[config.mk]
export PLATFORM = sky130hd
export DESIGN_NAME = bas_front
export DESIGN_NICKNAME = d
export VERILOG_FILES = /design/src/sv/bas_pkg.sv /design/src/sv/bas_front.sv
export SDC_FILE = /design/constraint.sdc
export NUM_CORES = 2
export LEC_CHECK = 0
export BUFFER_PORTS_ARGS = -buffer_cell sky130_fd_sc_hd__buf_2
export CORE_MARGIN = 3
export CORE_UTILIZATION = 69
export CTS_CLUSTER_DIAMETER = 30
export DETAILED_ROUTE_END_ITERATION = 16
export GPL_TIMING_DRIVEN = 0
export PLACE_DENSITY = 0.89
export SLEW_MARGIN = 25
export SYNTH_ARGS = -nofsm -noshare
export SYNTH_HDL_FRONTEND = slang
export SYNTH_SLANG_ARGS = --single-unit
[constraint.sdc]
create_clock -name clk_i -period 9.4 [get_ports clk_i]
set_input_delay 0.94 -clock clk_i [delete_from_list [all_inputs] [get_ports clk_i]]
set_output_delay 0.94 -clock clk_i [all_outputs]
set_load 0.005 [all_outputs]
[src/sv/bas_pkg.sv]
// Shared types, constants and the channel blend function of the bilinear ARGB scaler.
// No dependencies; front end, back end, top level and testbench use scoped names.
`timescale 1ns / 1ps

package bas_pkg;

  localparam int unsigned FracBits = 16;
  localparam int unsigned StepW    = 25;
  localparam int unsigned SizeW    = 9;
  localparam int unsigned CoordW   = 16;
  localparam int unsigned IndexW   = 16;
  localparam int unsigned PixW     = 32;
  localparam int unsigned WgtW     = 9;
  localparam int unsigned ProdW    = CoordW + StepW;
  localparam int unsigned PosW     = ProdW + 2;
  localparam int unsigned CfgAddrW = 4;
  localparam int unsigned CfgDataW = 32;

  localparam logic [PosW-1:0] FracHalf = PosW'(1) << (FracBits - 1);

  typedef enum logic [1:0] {
    RegSrcWidth  = 2'd0,
    RegSrcHeight = 2'd1,
    RegStepX     = 2'd2,
    RegStepY     = 2'd3
  } reg_idx_e;

  typedef struct packed {
    logic            is_sample;
    logic [WgtW-1:0] wx;
    logic [WgtW-1:0] wy;
  } op_ctl_t;

  function automatic logic [PixW-1:0] blend(input logic [PixW-1:0] a,
                                            input logic [PixW-1:0] b,
                                            input logic [WgtW-1:0] w);
    logic [WgtW-1:0] keep;
    logic [16:0]     acc;
    logic [PixW-1:0] res;
    keep = 9'd256 - w;
    res  = '0;
    for (int c = 0; c < 4; c++) begin
      acc = 17'(a[8*c +: 8]) * 17'(keep) + 17'(b[8*c +: 8]) * 17'(w) + 17'd128;
      res[8*c +: 8] = acc[15:8];
    end
    return res;
  endfunction

endpackage

[src/sv/bas_front.sv]
// Front end: maps a sample request to its four neighbor addresses and weights,
// or checks a write request, over three stages. Depends on bas_pkg.
`timescale 1ns / 1ps

module bas_front #(
  parameter int unsigned MAX_DIM = 256
) (
  input  logic                         clk_i,
  input  logic                         rst_ni,
  input  logic                         accept_i,
  input  logic                         action_i,
  input  logic [bas_pkg::IndexW-1:0]   pixel_index_i,
  input  logic [bas_pkg::PixW-1:0]     pixel_value_i,
  input  logic [bas_pkg::CoordW-1:0]   target_x_i,
  input  logic [bas_pkg::CoordW-1:0]   target_y_i,
  input  logic [bas_pkg::SizeW-1:0]    src_width_i,
  input  logic [bas_pkg::SizeW-1:0]    src_height_i,
  input  logic [bas_pkg::StepW-1:0]    step_x_i,
  input  logic [bas_pkg::StepW-1:0]    step_y_i,
  output logic                         push_o,
  output bas_pkg::op_ctl_t             ctl_o,
  output logic [4*$clog2(MAX_DIM)*2-1:0] addr_o,
  output logic [bas_pkg::PixW-1:0]     data_o
);

  localparam int unsigned IW    = $clog2(MAX_DIM);
  localparam int unsigned AW    = 2 * IW;
  localparam int unsigned Depth = MAX_DIM * MAX_DIM;

  typedef struct packed {
    logic [IW-1:0]                lo;
    logic [IW-1:0]                hi;
    logic [bas_pkg::WgtW-1:0]     w;
  } axis_t;

  function automatic logic [bas_pkg::SizeW-1:0] eff_size(input logic [bas_pkg::SizeW-1:0] raw);
    logic [bas_pkg::SizeW-1:0] res;
    res = raw;
    if (raw == '0) begin
      res = bas_pkg::SizeW'(1);
    end else if (32'(raw) > MAX_DIM) begin
      res = bas_pkg::SizeW'(MAX_DIM);
    end
    return res;
  endfunction

  function automatic axis_t pick(input logic [bas_pkg::ProdW-1:0] prod,
                                 input logic [bas_pkg::StepW-1:0] step,
                                 input logic [bas_pkg::SizeW-1:0] size);
    logic signed [bas_pkg::PosW-1:0] pos;
    logic signed [bas_pkg::PosW-1:0] last;
    logic [31:0]                     szm1;
    logic [16:0]                     wsum;
    axis_t                           r;
    pos  = $signed({2'b00, prod}) + $signed(bas_pkg::PosW'(step >> 1))
           - $signed(bas_pkg::FracHalf);
    szm1 = 32'(size) - 32'd1;
    last = $signed(bas_pkg::PosW'(szm1) << bas_pkg::FracBits);
    r    = '0;
    if (pos <= 0 || size == bas_pkg::SizeW'(1)) begin
      r = '0;
    end else if (pos >= last) begin
      r.lo = szm1[IW-1:0];
      r.hi = szm1[IW-1:0];
    end else begin
      wsum = 17'(pos[bas_pkg::FracBits-1:0]) + 17'd128;
      r.lo = pos[bas_pkg::FracBits +: IW];
      r.hi = pos[bas_pkg::FracBits +: IW] + IW'(1);
      r.w  = wsum[16:8];
    end
    return r;
  endfunction

  logic                         f1_valid_q, f2_valid_q, f3_valid_q;
  logic                         f1_sample_q, f2_sample_q;
  logic [bas_pkg::ProdW-1:0]    prod_x_q, prod_y_q;
  logic [AW-1:0]                windex_q, windex2_q;
  logic [bas_pkg::PixW-1:0]     data1_q, data2_q, data3_q;
  axis_t                        ax_q, ay_q;
  bas_pkg::op_ctl_t             ctl_q;
  logic [4*AW-1:0]              addr_q;
  logic                         wr_ok;
  logic [bas_pkg::SizeW-1:0]    width_eff, height_eff;
  axis_t                        ax_d, ay_d;
  logic [4*AW-1:0]              addr_d;
  logic [31:0]                  a00, a01, a10, a11;

  assign wr_ok      = 32'(pixel_index_i) < Depth;
  assign width_eff  = eff_size(src_width_i);
  assign height_eff = eff_size(src_height_i);
  assign ax_d       = pick(prod_x_q, step_x_i, width_eff);
  assign ay_d       = pick(prod_y_q, step_y_i, height_eff);

  always_comb begin
    a00 = 32'(ay_q.lo) * 32'(width_eff) + 32'(ax_q.lo);
    a01 = 32'(ay_q.lo) * 32'(width_eff) + 32'(ax_q.hi);
    a10 = 32'(ay_q.hi) * 32'(width_eff) + 32'(ax_q.lo);
    a11 = 32'(ay_q.hi) * 32'(width_eff) + 32'(ax_q.hi);
    if (f2_sample_q) begin
      addr_d = {a11[AW-1:0], a10[AW-1:0], a01[AW-1:0], a00[AW-1:0]};
    end else begin
      addr_d = {{(3*AW){1'b0}}, windex2_q};
    end
  end

  always_ff @(posedge clk_i or negedge rst_ni) begin
    if (!rst_ni) begin
      f1_valid_q <= 1'b0;
      f2_valid_q <= 1'b0;
      f3_valid_q <= 1'b0;
    end else begin
      f1_valid_q <= accept_i && (action_i || wr_ok);
      f2_valid_q <= f1_valid_q;
      f3_valid_q <= f2_valid_q;
    end
  end

  always_ff @(posedge clk_i) begin
    f1_sample_q     <= action_i;
    prod_x_q        <= bas_pkg::ProdW'(target_x_i) * bas_pkg::ProdW'(step_x_i);
    prod_y_q        <= bas_pkg::ProdW'(target_y_i) * bas_pkg::ProdW'(step_y_i);
    windex_q        <= AW'(pixel_index_i);
    data1_q         <= pixel_value_i;
    f2_sample_q     <= f1_sample_q;
    ax_q            <= ax_d;
    ay_q            <= ay_d;
    windex2_q       <= windex_q;
    data2_q         <= data1_q;
    ctl_q.is_sample <= f2_sample_q;
    ctl_q.wx        <= ax_q.w;
    ctl_q.wy        <= ay_q.w;
    addr_q          <= addr_d;
    data3_q         <= data2_q;
  end

  assign push_o = f3_valid_q;
  assign ctl_o  = ctl_q;
  assign addr_o = addr_q;
  assign data_o = data3_q;

endmodule

Yosys cells after proc, flatten, opt, wreduce, memory -nomap -nowiden
Cells that the tools add are included.
{"block": "totals", "regBits": 348, "input_bits": 152, "out_inout_bits": 116, "elab_cells": 62}
{"block": "op_classes", "n_addsub": 14, "n_mul": 4, "order_cmp": 6, "n_eq_ne": 2, "n_mux": 7, "n_reduce_logical": 6}
{"cell": "$ge 43x26->1", "count": 2}
{"cell": "$le 43x1->1 const B", "count": 2}
{"cell": "$sub 42x16->43 const B", "count": 2}
{"cell": "$add 41x24->42", "count": 2}
{"cell": "$mul 16x25->41", "count": 2}
{"cell": "$add 16x8->16", "count": 4}
{"cell": "$mux 16", "count": 3}
{"cell": "$mux 9", "count": 4}
{"cell": "$add 16x8->17 const B", "count": 2}
{"cell": "$mul 8x9->16", "count": 2}
{"cell": "$sub 9x1->10 const B", "count": 2}
{"cell": "$eq 9x1->1 const B", "count": 2}
{"cell": "$gt 9x9->1 const B", "count": 2}
{"cell": "$logic_not 9->1", "count": 2}
{"cell": "$add 8x1->8 const B", "count": 2}
{"cell": "$reduce_or 2->1", "count": 2}
{"cell": "$logic_or 1x1->1", "count": 2}

Logic depth before layout (Yosys ltp)
{"block": "logic_depth", "ltp_word": 6, "depth_mapped": 29, "depth_no_buf": 25}

Worst setup path after synthesis
Ideal clock, no wire load.
{"block": "synth_timing", "kind": "input to register", "from": "in step_x_i[12] (netlist name)", "to": "reg prod_x_q[37] (netlist name)", "setup_time_ns": 0.095, "arrival_ns": 7.050, "required_time_ns": 9.305, "setup_slack_ns": 2.255, "cell_stages": 25, "path_buffers": 1, "cell_sequence": "clkbuf_1 nand2_1 fa_1 inv_1 fa_1 inv_1 fa_1 inv_1 fa_1 inv_1 fa_1 inv_1 fa_1 ha_1 and2_1 and3_1 and3_1 a21oi_1 o21ai_0 o21ai_0 o41a_1 o21ai_0 nand2_1 a21bo_2 a221oi_1"}
{"block": "synth_between", "elab_chain_len": 1}
{"item": "start, declared", "line": "bas_front.sv:18", "source": "input logic [bas_pkg::StepW-1:0] step_x_i,"}
{"item": "$mul 16x25->41", "line": "bas_front.sv:120", "source": "prod_x_q <= bas_pkg::ProdW'(target_x_i) * bas_pkg::ProdW'(step_x_i);"}
{"item": "end signal, assigned", "line": "bas_front.sv:120"}
{"item": "end, declared", "line": "bas_front.sv:76", "source": "logic [bas_pkg::ProdW-1:0] prod_x_q, prod_y_q;"}
No other way between the ends.
A chain may end at the register's enable or synchronous reset.

Final worst setup path
Same ends and word-level chain as after synthesis.

==> reports/qor.yml <==
sta:
  period_minus_slack_ns: 8.678
  tightest_slew_ns: 1.022
  rsz0062_at_grt: "false"
  slew_headroom_pct: 31.42
  skew_ns: 0.02565
  period_share_pct: 92.32
  tns_ns: 0
  timing.fmax_mhz: 115.2
  setup_viol: 0
  final-max-slew-violation-count: 0
  finalHoldViolations: 0
  hold_ws_ns: 0.09310
routing:
  drtIter0Drc: 3493
  wl_met1_um: 50130
  met3_length_um: 14800
  drt_pass1_iterations: 8
  top_layer: "met5"
  detail-route-antenna-nets: 0
  vias_per_cell: 5.978
  routed_wl_um: 134200
  drc: 0
  via_count: 39710
  met2_length_um: 62060
  wire_per_inst_um: 20.20
synth:
  async_flop_share_pct: 0.8621
  syn-cell-area_mm2: 0.04751
  synth_seq_cells: 348
  yosys_warnings: 0
  synthCells: 5363
  synth-edff-count: 0
  syn_area_per_cell_um2: 8.858
  yosys_most_used_dff: "dfxtp_1"
  synth-seq-area-share_pct: 14.70
  yosysUniqueCellTypes: 87
die:
  coreArea_mm2: 0.06763
  num_rows: 95
  dieArea_mm2: 0.07204
  die_h_um: 268.4
  io_pins: 268
  die_x_um: 268.4
  start_util_pct: 70.24
layout:
  design_area_mm2: 0.05217
  most-common-layout-cells: "939 x inv_1, 728 x fa_1, 680 x nand2_1, 522 x ha_1, 473 x and2_1"
  final_common_cell: "inv_1"
  layout.nets: 7117
  fin_cells: 6643
  layout-drive-gt1-share_pct: 7.199
  synthToLayoutAreaGrowth_pct: 9.805
placed_design:
  dp_hpwl_um: 104900
  routabilityCongestion: 1.023
  port_buffers: 255
  dp.cells: 6526
  placed_area_mm2: 0.05001
worst_setup_path:
  cp_data_required_time_ns: 9.89
  crit_path_start_kind: "primary input"
  crit_fanout: 10
  crit_path_end_kind: "register"
  critPathArrivalTime_ns: 9.16
  crit_type: "in -> reg"
cts:
  postCtsHoldBufs: 0
  post_cts_buffers: 0
  cts_buffer_depth: 3
  ctsResizeCount: 0
  clk_latency_ns: 0.63
  clock-root-buffer: "clkbuf_16"
  htreeDepth: 2
  clk_pin_slew_worst_paths_ns: 0.06
  cts_buffers: 60
  cts_tree: "done"
  cts_sinks: 348
job:
  max_cap_violations: 0
status:
  status: "complete, no violations"
worst_hold_path:
  hold_path.class: "in -> async"
global_route:
  grt_util_all_layers_pct: 37.62
  grt_pass1_vias: 41690
  grt_start_max_net_pins: 17
  grt_overflow: 0
  antenna_found_initial: 2
  grt_pass1_wl_um: 213500
-- layer usage --
layer	up-vias	track usage [%]
met5	-	0
met2	2308	61.87
met4	4	17.38
met3	598	9.238
li1	17600	-
met1	19200	47.18
-- final timing paths --
path                               from      endpoint  slack, ns  depth (start not counted)
max in group asynchronous        rst_ni    f2_valid_q       9.20                          1
min in group clk_i          data1_q[29]   data2_q[29]       0.30                          0
hold / removal                   rst_ni        push_o       0.09                          1
setup reg to reg            prod_y_q[1]      ay_q[19]       2.92                         25
hold reg to reg             data1_q[29]   data2_q[29]       0.30                          0
setup / recovery           step_x_i[12]  prod_x_q[37]       0.72                         26
-- cells in the mapped netlist (all sizes together), types with 50 or more instances --
library cell,instances,share of area [%]
inv,939,7.4
ha,522,14
xnor2,164,3.0
nor3,63,0.67
dfxtp,345,15
a21oi,210,2.2
nor2,190,1.5
nand2,680,5.4
nand4,50,0.66
clkbuf,186,1.5
a21o,105,1.7
xor2,74,1.4
fa,728,31
and2,473,6.2
o21ai,129,1.4
-- worst max-delay path, stage by stage --
cell	delay (ns)
buf_2	0.29
clkbuf_1	0.64
nand2_1	0.17
fa_1	0.57
inv_1	0.06
fa_1	0.52
inv_1	0.05
fa_1	0.51
inv_1	0.06
fa_1	0.54
inv_1	0.05
fa_1	0.49
inv_1	0.06
fa_1	0.43
ha_1	0.36
and2_1	0.26
and3_1	0.22
and3_1	0.16
a21oi_1	0.12
o21ai_0	0.51
o21ai_0	0.34
o41a_1	0.53
o21ai_0	0.55
nand2_1	0.11
a21bo_2	0.23
a221oi_1	0.39
-- through the flow --
step	util [%]	setup slack (ns)
finish	77.13	0.7222
global route	77.11	0.4154
CTS	77.11	0.9467
detailed placement	73.94	0.3450
global placement	73.94	0.6356
floorplan	-	2.255
-- final cells by class --
class	instances	area (µm²)
flip-flops and latches	348	6982
well taps	873	1092
clock buffers	71	1624
diodes	5	12.51
plain buffers	203	779.5
inverters	939	3525
clock inverters	41	521.8
repair buffers	255	1276
multi-input cells	3908	36350
fillers	4423	15470
-- registers in the layout, summed over array words and instances (netlist names) --
name and count:
ay_q 25, f1_sample_q 1, ctl_o 19, windex_q 16
f2_sample_q 1, data2_q 32, push_o 1, ax_q 25
prod_y_q 41, prod_x_q 41, data_o 32, f2_valid_q 1
f1_valid_q 1, addr_o 64, data1_q 32, windex2_q 16
-- kinds of logic (layout without fill, tap and decap cells) --
| family | Yosys count | after routing | synth area share (%) |
|---|---|---|---|
| xor gates and xnor gates | 238 | 238 | 4.388 |
| buffers and inverters | 1142 | 1509 | 9.060 |
| and+or+nand+nor | 1671 | 1671 | 17.46 |
| muxes | 17 | 17 | 0.3819 |
| other | 1 | 41 | 0.007894 |
| AOI/OAI and AO/OA | 696 | 696 | 9.584 |
| DFF | 348 | 348 | 14.70 |
| adders and majority gates | 1250 | 1250 | 44.43 |
Power is left out: the tool's default activity adds up to more than one toggle a clock period on the data nets, which glitch-free logic cannot reach.
