===== config.mk =====
export PLATFORM = sky130hd
export DESIGN_NAME = bas_queue
export DESIGN_NICKNAME = d
export VERILOG_FILES = /design/src/sv/bas_queue.sv
export SDC_FILE = /design/constraint.sdc
export NUM_CORES = 1
export LEC_CHECK = 0
export ABC_CLOCK_PERIOD_IN_PS = 3200
export BUFFER_PORTS_ARGS = -buffer_cell sky130_fd_sc_hd__buf_4
export CAP_MARGIN = 20
export CORE_MARGIN = 1.5
export CORE_UTILIZATION = 33
export DETAILED_ROUTE_END_ITERATION = 16
export REMOVE_ABC_BUFFERS = 1
export SKIP_CTS_REPAIR_TIMING = 1
export SLEW_MARGIN = 20
export SYNTH_ARGS = -nofsm -noshare
export SYNTH_HDL_FRONTEND = slang
export SYNTH_SLANG_ARGS = --single-unit
export TNS_END_PERCENT = 20

===== constraint.sdc =====
create_clock -name clk_i -period 3.2 [get_ports clk_i]
set_input_delay 0.48 -clock clk_i [delete_from_list [all_inputs] [get_ports clk_i]]
set_output_delay 0.48 -clock clk_i [all_outputs]
set_load 0.005 [all_outputs]

===== src/sv/bas_queue.sv =====
// Short first-in first-out queue of decoded requests between front and back end.
// No dependencies.
`timescale 1ns / 1ps

module bas_queue #(
  parameter int unsigned Width = 8,
  parameter int unsigned Depth = 8
) (
  input  logic             clk_i,
  input  logic             rst_ni,
  input  logic             push_i,
  input  logic [Width-1:0] data_i,
  input  logic             pop_i,
  output logic             not_empty_o,
  output logic             almost_full_o,
  output logic [Width-1:0] data_o
);

  localparam int unsigned PW = $clog2(Depth);
  localparam int unsigned CW = $clog2(Depth + 1);

  logic [Width-1:0] slot_q [Depth];
  logic [PW-1:0]    wr_ptr_q, rd_ptr_q;
  logic [CW-1:0]    count_q;
  logic             do_pop;

  assign not_empty_o   = count_q != '0;
  assign do_pop        = pop_i && not_empty_o;
  assign almost_full_o = 32'(count_q) + 32'd4 > Depth;
  assign data_o        = slot_q[rd_ptr_q];

  always_ff @(posedge clk_i or negedge rst_ni) begin
    if (!rst_ni) begin
      wr_ptr_q <= '0;
      rd_ptr_q <= '0;
      count_q  <= '0;
    end else begin
      if (push_i) begin
        wr_ptr_q <= (32'(wr_ptr_q) == Depth - 1) ? '0 : wr_ptr_q + PW'(1);
      end
      if (do_pop) begin
        rd_ptr_q <= (32'(rd_ptr_q) == Depth - 1) ? '0 : rd_ptr_q + PW'(1);
      end
      count_q <= count_q + CW'(push_i) - CW'(do_pop);
    end
  end

  always_ff @(posedge clk_i) begin
    if (push_i) begin
      slot_q[wr_ptr_q] <= data_i;
    end
  end

endmodule


**Word-level counts from Yosys, hierarchy flattened**

Memories as Yosys holds them, arrays and structs flattened.
Cells that the tools add are included.

- Register bits after elaboration: 10
- Memory bits (writable): 64
- Input port bits: 12
- Output and inout bits: 10
- Logic and storage cells: 18
- Memories: 1

- $add $sub $neg: 5
- Order comparisons: 1
- Eq/ne operators: 2
- Multiplexer cells: 4
- Reductions and logical operators: 2

Memories:

| name | words | width | rd ports | clocked after Yosys merged registers in | wr ports | RTL line | RTL |
|---|---|---|---|---|---|---|---|
| slot_q | 8 | 8 | 1 | 0 | 1 | 22 | `logic [Width-1:0] slot_q [Depth];` |

Operators by type and width:

| operator | number |
|---|---|
| adder 3 x 1 -> 3 bit, second input constant | 2 |
| equality test 3 bit, second input constant | 2 |
| 2-to-1 mux 3 bit | 2 |
| adder 4 x 3 -> 5 bit, second input constant | 1 |
| > comparator 5 x 4 -> 1 bit, second input constant | 1 |
| adder 4 x 1 -> 4 bit | 1 |
| nonzero test 4 bit | 1 |
| subtractor 4 x 1 -> 4 bit | 1 |
| 2-to-1 mux 1 bit | 2 |
| logical AND 1 bit | 1 |

**Depth between registers and ports, before layout**

Gate-level depths: netlist of run 1.

- Depth in word-level cells: 3
- Depth in mapped cells: 11
- Depth with buffers taken out: 11

**Least setup slack after synthesis of run 1**

No wires, ideal clock.

- Path kind: reg-to-reg
- Start point: register count_q[2]
- End point: register count_q[2]
- Setup time: 0.122 ns
- Arrival time: 2.239 ns
- Required time: 3.078 ns
- Setup slack: 0.839 ns
- Cell stages (with the launch flop): 11
- Buffers on the path: 0
- Clock period less this slack: 2.361 ns
- Cell sequence: dfrtp_1 inv_1 ha_1 or3b_2 nand2_1 inv_1 ha_1 inv_1 ha_1 fa_1 xor2_1

- Word-level cells in the longest chain between the ends: 3
- Elaborated cells between the ends (all ways): 4
- Those cells by class: add/sub: 2; reduce/logical: 2

RTL lines:

| what | RTL line | RTL |
|---|---|---|
| start, declared | 24 | `logic [CW-1:0] count_q;` |
| start signal, assigned | 44 | `count_q <= count_q + CW'(push_i) - CW'(do_pop);` |
| nonzero test 4 bit | 27 | `assign not_empty_o = count_q != '0;` |
| net not_empty_o | 14 | `output logic not_empty_o,` |
| logical AND 1 bit | 28 | `assign do_pop = pop_i && not_empty_o;` |
| net do_pop | 25 | `logic do_pop;` |
| subtractor 4 x 1 -> 4 bit | 44 |  |

The timed path passes the listed nets, and every way through them passes these cells.
A chain may end at the register's enable or synchronous reset.

**Final worst setup path of run 1**

- Start point: register rd_ptr_q[2]
- End point: output port data_o[2]

- Word-level cells in the longest chain between the ends: 1

RTL lines:

| what | RTL line | RTL |
|---|---|---|
| start, declared | 23 | `logic [PW-1:0] wr_ptr_q, rd_ptr_q;` |
| start signal, assigned | 42 | `rd_ptr_q <= (32'(rd_ptr_q) == Depth - 1) ? '0 : rd_ptr_q + PW'(1);` |
| memory (8 x 8 bit) | -- |  |
| end, declared | 16 | `output logic [Width-1:0] data_o` |

Every way passes these cells.

==> summary.md, run 1 <==
| Metric | Value |
|---|---|
| Number of max-cap violations | 0 |
| Worst setup path category | flop to output pin |
| Placement row count | 35 |
| First-pass GRT wire length | 7.94 mm |
| Area Overhead vs Synth | 17.6% |
| VDD IR max | 0.000324 V |
| Hold WC Path Type | input port to flop |
| Clk slew on worst S/H paths | 0.08 ns |
| Post-route DRC | 0 |
| Number of I/O port buffers | 21 |
| Max Freq | 398 MHz |
| Clock H-tree levels | 3 |
| Slowest CP cell | dfrtp_1 |
| GR Util All Layers | 0.114 |
| Synth Warn # | 0 |
| Worst-margin pin slew | 0.906 ns |
| RSZ-0062 raised after global routing | no |
| Cell area power density | 915 nW/um^2 |
| CTS tree | yes |
| Max_slew headroom | 0.394 |
| Sequential share of the synthesized area | 0.697 |
| Fraction of layout cells with a size suffix above 1 | 0.321 |
| Yosys reg bits | 74 |
| Multiplexer share of the synthesized area | 0.182 |
| Simple-gate portion of the synthesized area | 0.0309 |
| Vias per cell | 4.75 |
| Largest family of logic cells by synthesized area | multiplexers |
| Synth top area cells | edfxtp_1 (62%), dfrtp_1 (8.0%), mux4_1 (6.7%), mux4_2 (5.8%), ha_1 (4.8%) |
| Met2 wire length | 2.39 mm |
| Critical Path RT | 2.72 ns |
| Synth Area in Compound Gates | 0.00562 |
| Buf+Inv Stages, Crit Path | 1 |
| Crit path max-delay family | flip-flops |
| Syn Area/Cell | 20.2 sq um |
| I/O Pins | 22 |
| Die width | 100 um |
| Core area | 9200 sq um |
| Clock sinks | 74 |
| Inserted Clock Buffers | 9 |
| Critical Path Fanout Max | 18 |
| Worst clock skew | 0.00350 ns |
| Longest Clk Path Bufs | 2 |
| Final setup viols | 0 |
| CP endpoint kind | output pin |
| Dpl hpwl | 3.12 mm |
| Nets | 210 |
| Fillers | 824 |
| Antenna-violating nets left | 0 |
| CTS Root Buffer Type | clkbuf_8 |
| Status | complete, no violations |
| Cell chain of the critical path | mux4_1, mux2_4, buf_4 |
| Metal3 WL | 192 um |
| Grt total ovfl | 0 |
| Static leakage | 1.36 nW |
| Initial Utilization | 0.339 |
| Final TNS setup | 0 ns |
| # diodes | 0 |
| Synth Instances | 154 |
| Final Util | 0.398 |
| Final hold violation count | 0 |
| Clk_lat worst skew | 0.34 ns |
| Drt wl/cell | 16.4 um |
| Synth cell types | 25 |
| Pre-antenna DRT Iters | 4 |
| XOR/XNOR Fraction of Synth Area | 0.00562 |
| Cell accounting for the most synthesized area | edfxtp_1 |
| Top-area cell type share of the netlist area | 0.617 |
| Routability cong. | 0.659 |
| Highest routed layer | met4 |
| Min Clock Period, post-route | 2.51 ns |
| Pin count of the biggest net entering global routing | 20 |
| Initial DRC Count | 71 |
| Wire length on met1 | 2.27 mm |
| Vias | 1429 |
| Critical Path Source Type | flop |
| Crit-path max cell delay | 0.85 ns |
| Die height | 100 um |
| Vias in the first global route | 1511 |
| Syn Std Cell Area | 3110 sq um |
| Total wire length | 4.94 mm |
| Die Area | 10000 sq um |
| Adder-Cell Fraction of Synth Area | 0.0546 |
| Pins Over Slew Limit | 0 |
| Initial antenna violation count | 0 |
| Final period util | 0.785 |
| CP Data Arrival Time | 2.03 ns |
-- area by class of cell --
| class | instances | area, sq um | area share |
|---|---|---|---|
| Clock inverter | 7 | 140 | 0.0383 |
| Timing Repair Buffer | 25 | 190 | 0.0519 |
| Clock buffer | 9 | 124 | 0.0338 |
| Tap cell | 111 | 139 | 0.0379 |
| Sequential cell | 74 | 2170 | 0.593 |
| Multi-Input combinational cell | 67 | 868 | 0.237 |
| Inverter | 8 | 30.0 | 0.00820 |
-- worst register-to-register path, cell delays in order (launching register included) --
cell	delay [ns]
dfrtp_1	0.40
inv_1	0.11
ha_1	0.14
or3b_2	0.45
nand2_1	0.16
inv_1	0.06
ha_1	0.27
inv_1	0.04
ha_1	0.19
fa_1	0.38
xor2_1	0.15
-- state kept, by name (all words and copies together) (netlist names) --
register and count:
wr_ptr_q 3, slot_q 64, rd_ptr_q 3, count_q 4
-- routing by layer --
layer  track usage  up-vias
met5             0        -
met4        0.0520        0
met3        0.0404        8
met2         0.179       22
met1         0.142      729
li1              -      670
-- kinds of logic after synthesis --
logic type | after synthesis
muxes | 29
adders and majority gates | 13
buffers and inverters | 13
DFF | 74
xor gates and xnor gates | 2
and+or+nand+nor | 20
AOI/OAI and AO/OA | 3
-- cell usage after synthesis --
master    instances
nand3b_1          1
or3b_2            1
nor4b_1           1
nand2_1           4
buf_1             1
mux2_4            8
a21oi_1           1
buf_6             1
mux4_1            8
dfrtp_1          10
edfxtp_1         64
xor2_1            2
mux4_2            8
nor3_1            2
clkbuf_1          1
o21ai_0           1
nand2b_1          2
a21o_1            1
buf_2             1
inv_1             8
nor2_1            9
fa_1              1
buf_12            1
ha_1             12
mux2_2            5
-- metrics by stage --
stage / hold WS, ns / setup WS (ns) / power [mW] / area [sq um] / std cells
floorplan: 0.184 / 0.839 / 2.07 / 3070 / 149
global placement: 0.316 / 0.766 / 2.45 / 3390 / 284
detailed placement: 0.319 / 0.697 / 2.47 / 3390 / 284
CTS: -0.0644 / 0.637 / 3.41 / 3650 / 300
global route: 0.352 / 0.511 / 3.57 / 3660 / 301
finish: 0.362 / 0.688 / 3.35 / 3660 / 301
-- cells in the final DEF (no fill, tap or decap), drive strengths merged --
cell,netlist,final
nand3b,1,1
xor2,2,2
a21oi,1,1
nand2b,2,2
nor4b,1,1
nor2,9,9
nor3,2,2
nand2,4,4
dlygate4sd3,0,1
inv,8,9
bufinv,0,4
clkinv,0,1
ha,12,12
a21o,1,1
mux4,16,16
or3b,1,1
clkbuf,1,9
fa,1,1
clkinvlp,0,1
dfrtp,10,10
o21ai,1,1
buf,4,24
edfxtp,64,64
mux2,13,13
-- power by group --
group,switching [mW],internal (mW),total (mW)
clock,0.346,0.597,0.943
sequential,0.153,1.24,1.39
combinational,0.402,0.612,1.01
-- path summary, 6_finish.rpt --
kind / start / end / slack, ns / cells after the start
max: rd_ptr_q[2] / data_o[2] / 0.69 / 3
min: data_i[4] / slot_q[5][4] / 0.36 / 1
max reg2reg: count_q[2] / count_q[2] / 0.73 / 10
min reg2reg: wr_ptr_q[2] / wr_ptr_q[2] / 0.57 / 1
max in group asynchronous: rst_ni / rd_ptr_q[0] / 2.56 / 2
min in group asynchronous: rst_ni / count_q[2] / 0.50 / 2
Note: power is estimated with default switching activity, not from simulation.
==> run 2, diff against run 1 <==
ABC_CLOCK_PERIOD_IN_PS = 2280   (was 3200)
clock period = 2.28 ns   (was 3.2 ns; I/O delays follow)
==> summary.md, run 2 (same netlist as run 1, synthesis figures left out) <==
| Metric | Value |
|---|---|
| Area Overhead vs Synth | 20.0% |
| Post-route DRC | 0 |
| Buf+Inv Stages, Crit Path | 2 |
| Max Freq | 444 MHz |
| Most frequent cells in the layout | edfxtp_1 (64), buf_4 (39), ha_1 (12) |
| Critical Path Source Type | flop |
| Pins Over Slew Limit | 0 |
| Vias per cell | 4.65 |
| VDD IR max | 0.000592 V |
| Core area | 9200 sq um |
| Die width | 100 um |
| Vias in the first global route | 1499 |
| Dpl hpwl | 3.36 mm |
| CTS tree | yes |
| Inserted Clock Buffers | 9 |
| Worst setup path category | flop to output pin |
| Final period util | 0.988 |
| Status | complete, no violations |
| Worst hold path endpoint | slot_q[5][3] |
| CTS Root Buffer Type | clkbuf_8 |
| Critical Path Fanout Max | 19 |
| Placement row count | 35 |
| # diodes | 0 |
| CP Data Arrival Time | 1.91 ns |
| Routability cong. | 0.751 |
| Nets | 227 |
| First-pass GRT wire length | 8.12 mm |
| Antenna-violating nets left | 0 |
| Crit-path max cell delay | 0.58 ns |
| Hold path startpoint | data_i[3] |
| Pre-antenna DRT Iters | 2 |
| Grt total ovfl | 0 |
| I/O Pins | 22 |
| Drt wl/cell | 15.8 um |
| Crit path max-delay family | multiplexers |
| CP endpoint kind | output pin |
| Hold WC Path Type | input port to flop |
| Hold Path Cell Cnt | 1 |
| Total wire length | 5.02 mm |
| Vias | 1474 |
| Number of max-cap violations | 0 |
| GR Util All Layers | 0.113 |
| Clk_lat worst skew | 0.34 ns |
| Clock sinks | 74 |
| Final setup viols | 0 |
| Cell chain of the critical path | buf_12, mux4_1, mux2_4, buf_4 |
| Worst r2r src | count_q[3] |
| Critical Path RT | 1.94 ns |
| Commonest non-fill, non-tap cell in the layout | edfxtp_1 |
| Initial antenna violation count | 0 |
| Worst setup margin | 0.0281 ns |
| RR Endpoint | count_q[2] |
| Worst clock skew | 0.00741 ns |
| Worst-margin pin slew | 0.644 ns |
| Setup WS pre-CTS | -0.0314 ns |
| Pin count of the biggest net entering global routing | 20 |
| Top flop regs | slot_q (64), count_q (4) |
| Initial DRC Count | 47 |
| RSZ-0062 raised after global routing | yes |
| Worst reg2reg path depth | 10 |
| Clk slew on worst S/H paths | 0.07 ns |
| Initial Utilization | 0.339 |
| Number of I/O port buffers | 21 |
| Register bank with the most flops | slot_q |
| Max reg flops | 64 |
| Slowest CP cell | mux4_1 |
| Die height | 100 um |
| Longest Clk Path Bufs | 2 |
| Flop2flop setup slack | 0.12 ns |
| Clock H-tree levels | 3 |
| WHS | 0.236 ns |
| Static leakage | 1.42 nW |
| Max_slew headroom | 0.571 |
| Final hold violation count | 0 |
| Die Area | 10000 sq um |
| Fraction of layout cells with a size suffix above 1 | 0.374 |
| Cell area power density | 1200 nW/um^2 |
| Min Clock Period, post-route | 2.25 ns |
==> run 2: cell count changes in the layout (fill, tap and decap cells not counted), moves of 2 or more <==
cell | before | now
bufinv_16 | 4 | 1
clkinv_1 | 1 | 3
buf_12 | 0 | 2
buf_4 | 24 | 39
==> run 2: per-layer routing <==
layer,vias up,GRT usage,share of wire
met5,-,0,0
met4,0,0.0444,0.018
met3,8,0.0425,0.041
met2,25,0.174,0.49
met1,738,0.145,0.45
li1,703,-,-
==> run 2: worst max-delay path by stage <==
stage | from | endpoint | cells past startpoint
CTS | count_q[3] | count_q[2] | 10
floorplan | count_q[2] | count_q[2] | 10
finish | rd_ptr_q[0] | data_o[1] | 4
global placement | count_q[2] | count_q[2] | 10
detailed placement | count_q[3] | count_q[2] | 10
global route | rd_ptr_q[0] | data_o[1] | 4
==> run 2: cell type report <==
cell class | instances | area, sq um
Clock buffer | 10 | 128
Inverter | 8 | 30.0
Fill cell | 829 | 5460
Sequential cell | 74 | 2170
Timing Repair Buffer | 42 | 343
Tap cell | 111 | 139
Clock inverter | 5 | 46.3
Multi-Input combinational cell | 67 | 880
==> run 2: where the power goes <==
| part | leakage (nW) | switching, mW | internal [mW] | total (mW) |
|---|---|---|---|---|
| logic | 0.631 | 0.670 | 1.02 | 1.69 |
| registers | 0.699 | 0.153 | 1.74 | 1.89 |
| clock network | 0.0886 | 0.425 | 0.486 | 0.912 |
==> run 2: stage by stage <==
stage / setup TNS (ns) / instances / cell area, sq um / total power, mW / util
floorplan: -0.0814 / 149 / 3070 / 2.91 / -
global placement: -0.00439 / 301 / 3540 / 3.62 / 0.385
detailed placement: -0.0314 / 301 / 3540 / 3.64 / 0.385
CTS: -0.0570 / 316 / 3720 / 4.55 / 0.404
global route: -0.244 / 317 / 3740 / 4.79 / 0.406
finish: 0 / 317 / 3740 / 4.49 / 0.406
==> run 3, diff against run 2 <==
CORE_MARGIN = 3   (was 1.5)
==> summary.md, run 3 (same netlist as run 1, synthesis figures left out) <==
| Metric | Value |
|---|---|
| Number of I/O port buffers | 21 |
| RSZ-0062 raised after global routing | yes |
| Critical Path Source Type | flop |
| Worst clock skew | 0.00386 ns |
| Die width | 103 um |
| Pre-antenna DRT Iters | 4 |
| # diodes | 0 |
| GR Util All Layers | 0.113 |
| Max_slew headroom | 0.549 |
| Critical Path Fanout Max | 7 |
| Clock H-tree levels | 3 |
| Static leakage | 1.38 nW |
| Number of max-cap violations | 0 |
| Nets | 227 |
| Die Area | 10600 sq um |
| Setup WS pre-CTS | -0.0132 ns |
| VDD IR max | 0.000567 V |
| Clock sinks | 74 |
| Placed insts | 298 |
| Top flop regs | slot_q (64), count_q (4) |
| CP endpoint kind | output pin |
| Grt total ovfl | 0 |
| Final TNS setup | 0 ns |
| Final Util | 0.413 |
| Max Freq | 448 MHz |
| Metal3 WL | 266 um |
| Vias in the first global route | 1622 |
| Routability cong. | 0.701 |
| Die height | 103 um |
| Longest Clk Path Bufs | 2 |
| Worst setup margin | 0.0460 ns |
| Post-Layout Cell Count | 314 |
| Clk_lat worst skew | 0.34 ns |
| I/O Pins | 22 |
| Worst-margin pin slew | 0.671 ns |
| Vias | 1490 |
| Clk slew on worst S/H paths | 0.07 ns |
| Final period util | 0.980 |
| Critical Path RT | 1.94 ns |
| Commonest non-fill, non-tap cell in the layout | edfxtp_1 |
| Max reg flops | 64 |
| Area Overhead vs Synth | 18.5% |
| Drt wl/cell | 16.9 um |
| Core area | 8930 sq um |
| CP Data Arrival Time | 1.89 ns |
| Pin count of the biggest net entering global routing | 14 |
| Final hold violation count | 0 |
| First-pass GRT wire length | 8.59 mm |
| Fraction of layout cells with a size suffix above 1 | 0.398 |
| Final setup viols | 0 |
| Met2 wire length | 2.52 mm |
| Min Clock Period, post-route | 2.23 ns |
| CTS tree | yes |
| CTS Root Buffer Type | clkbuf_8 |
| Initial Utilization | 0.349 |
| Vias per cell | 4.75 |
| Post-route DRC | 0 |
| Most frequent cells in the layout | edfxtp_1 (64), buf_4 (39), mux4_2 (11), ha_1 (11), dfrtp_1 (10) |
| Initial DRC Count | 48 |
| Pins Over Slew Limit | 0 |
| Dpl hpwl | 3.67 mm |
| Antenna-violating nets left | 0 |
| Status | complete, no violations |
| Initial antenna violation count | 0 |
| Register bank with the most flops | slot_q |
| Highest routed layer | met4 |
| Cell area power density | 1200 nW/um^2 |
| Inserted Clock Buffers | 9 |
| Worst setup path category | flop to output pin |
| Hold WC Path Type | input port to flop |
| Total wire length | 5.31 mm |
| Placement row count | 34 |
| Wire length on met1 | 2.47 mm |
-- run 3: cell count changes in the layout (fill, tap and decap cells not counted), sizes merged --
cell / delta
bufinv: -1
clkbuf: +1
clkinv: -1
clkinvlp: +1
-- run 3: layout make-up --
class / instances / area, sq um
Multi-Input combinational cell: 67 / 867
Tap cell: 108 / 135
Inverter: 8 / 30.0
Timing Repair Buffer: 42 / 334
Clock buffer: 11 / 131
Sequential cell: 74 / 2170
Fill cell: 833 / 5240
Clock inverter: 4 / 20.0
-- run 3: through the flow --
step | total power, mW | cell area (sq um) | hold WS, ns
after detailed placement | 3.64 | 3530 | 0.183
after global placement | 3.61 | 3530 | 0.186
after floorplan | 2.91 | 3070 | 0.0464
final | 4.41 | 3690 | 0.227
after global routing | 4.75 | 3690 | 0.211
after CTS | 4.46 | 3680 | -0.196
-- run 3: power breakdown --
part	internal [mW]	switching, mW	leakage, nW
logic	1.02	0.658	0.611
clock network	0.380	0.441	0.0743
registers	1.74	0.174	0.699
total	3.14	1.27	1.38
-- run 3: worst max-delay path: stages (launching register included) --
cell,delay [ns]
dfrtp_1,0.38
buf_4,0.19
mux4_1,0.56
mux2_4,0.28
buf_4,0.13
-- run 3: worst paths after layout --
| path | depth (start not counted) | slack [ns] | from | to |
|---|---|---|---|---|
| max in group asynchronous | 2 | 1.78 | rst_ni | wr_ptr_q[1] |
| hold / removal | 1 | 0.23 | data_i[5] | slot_q[5][5] |
| setup / recovery | 4 | 0.05 | rd_ptr_q[0] | data_o[5] |
| hold reg to reg | 1 | 0.56 | wr_ptr_q[2] | wr_ptr_q[2] |
| setup reg to reg | 10 | 0.16 | count_q[2] | count_q[2] |
| min in group asynchronous | 2 | 0.35 | rst_ni | rd_ptr_q[1] |
-- run 3: per-layer routing --
layer	vias to the layer above	track usage
met5	-	0
met4	0	0.0269
met3	7	0.0507
met2	30	0.175
met1	753	0.146
li1	700	-
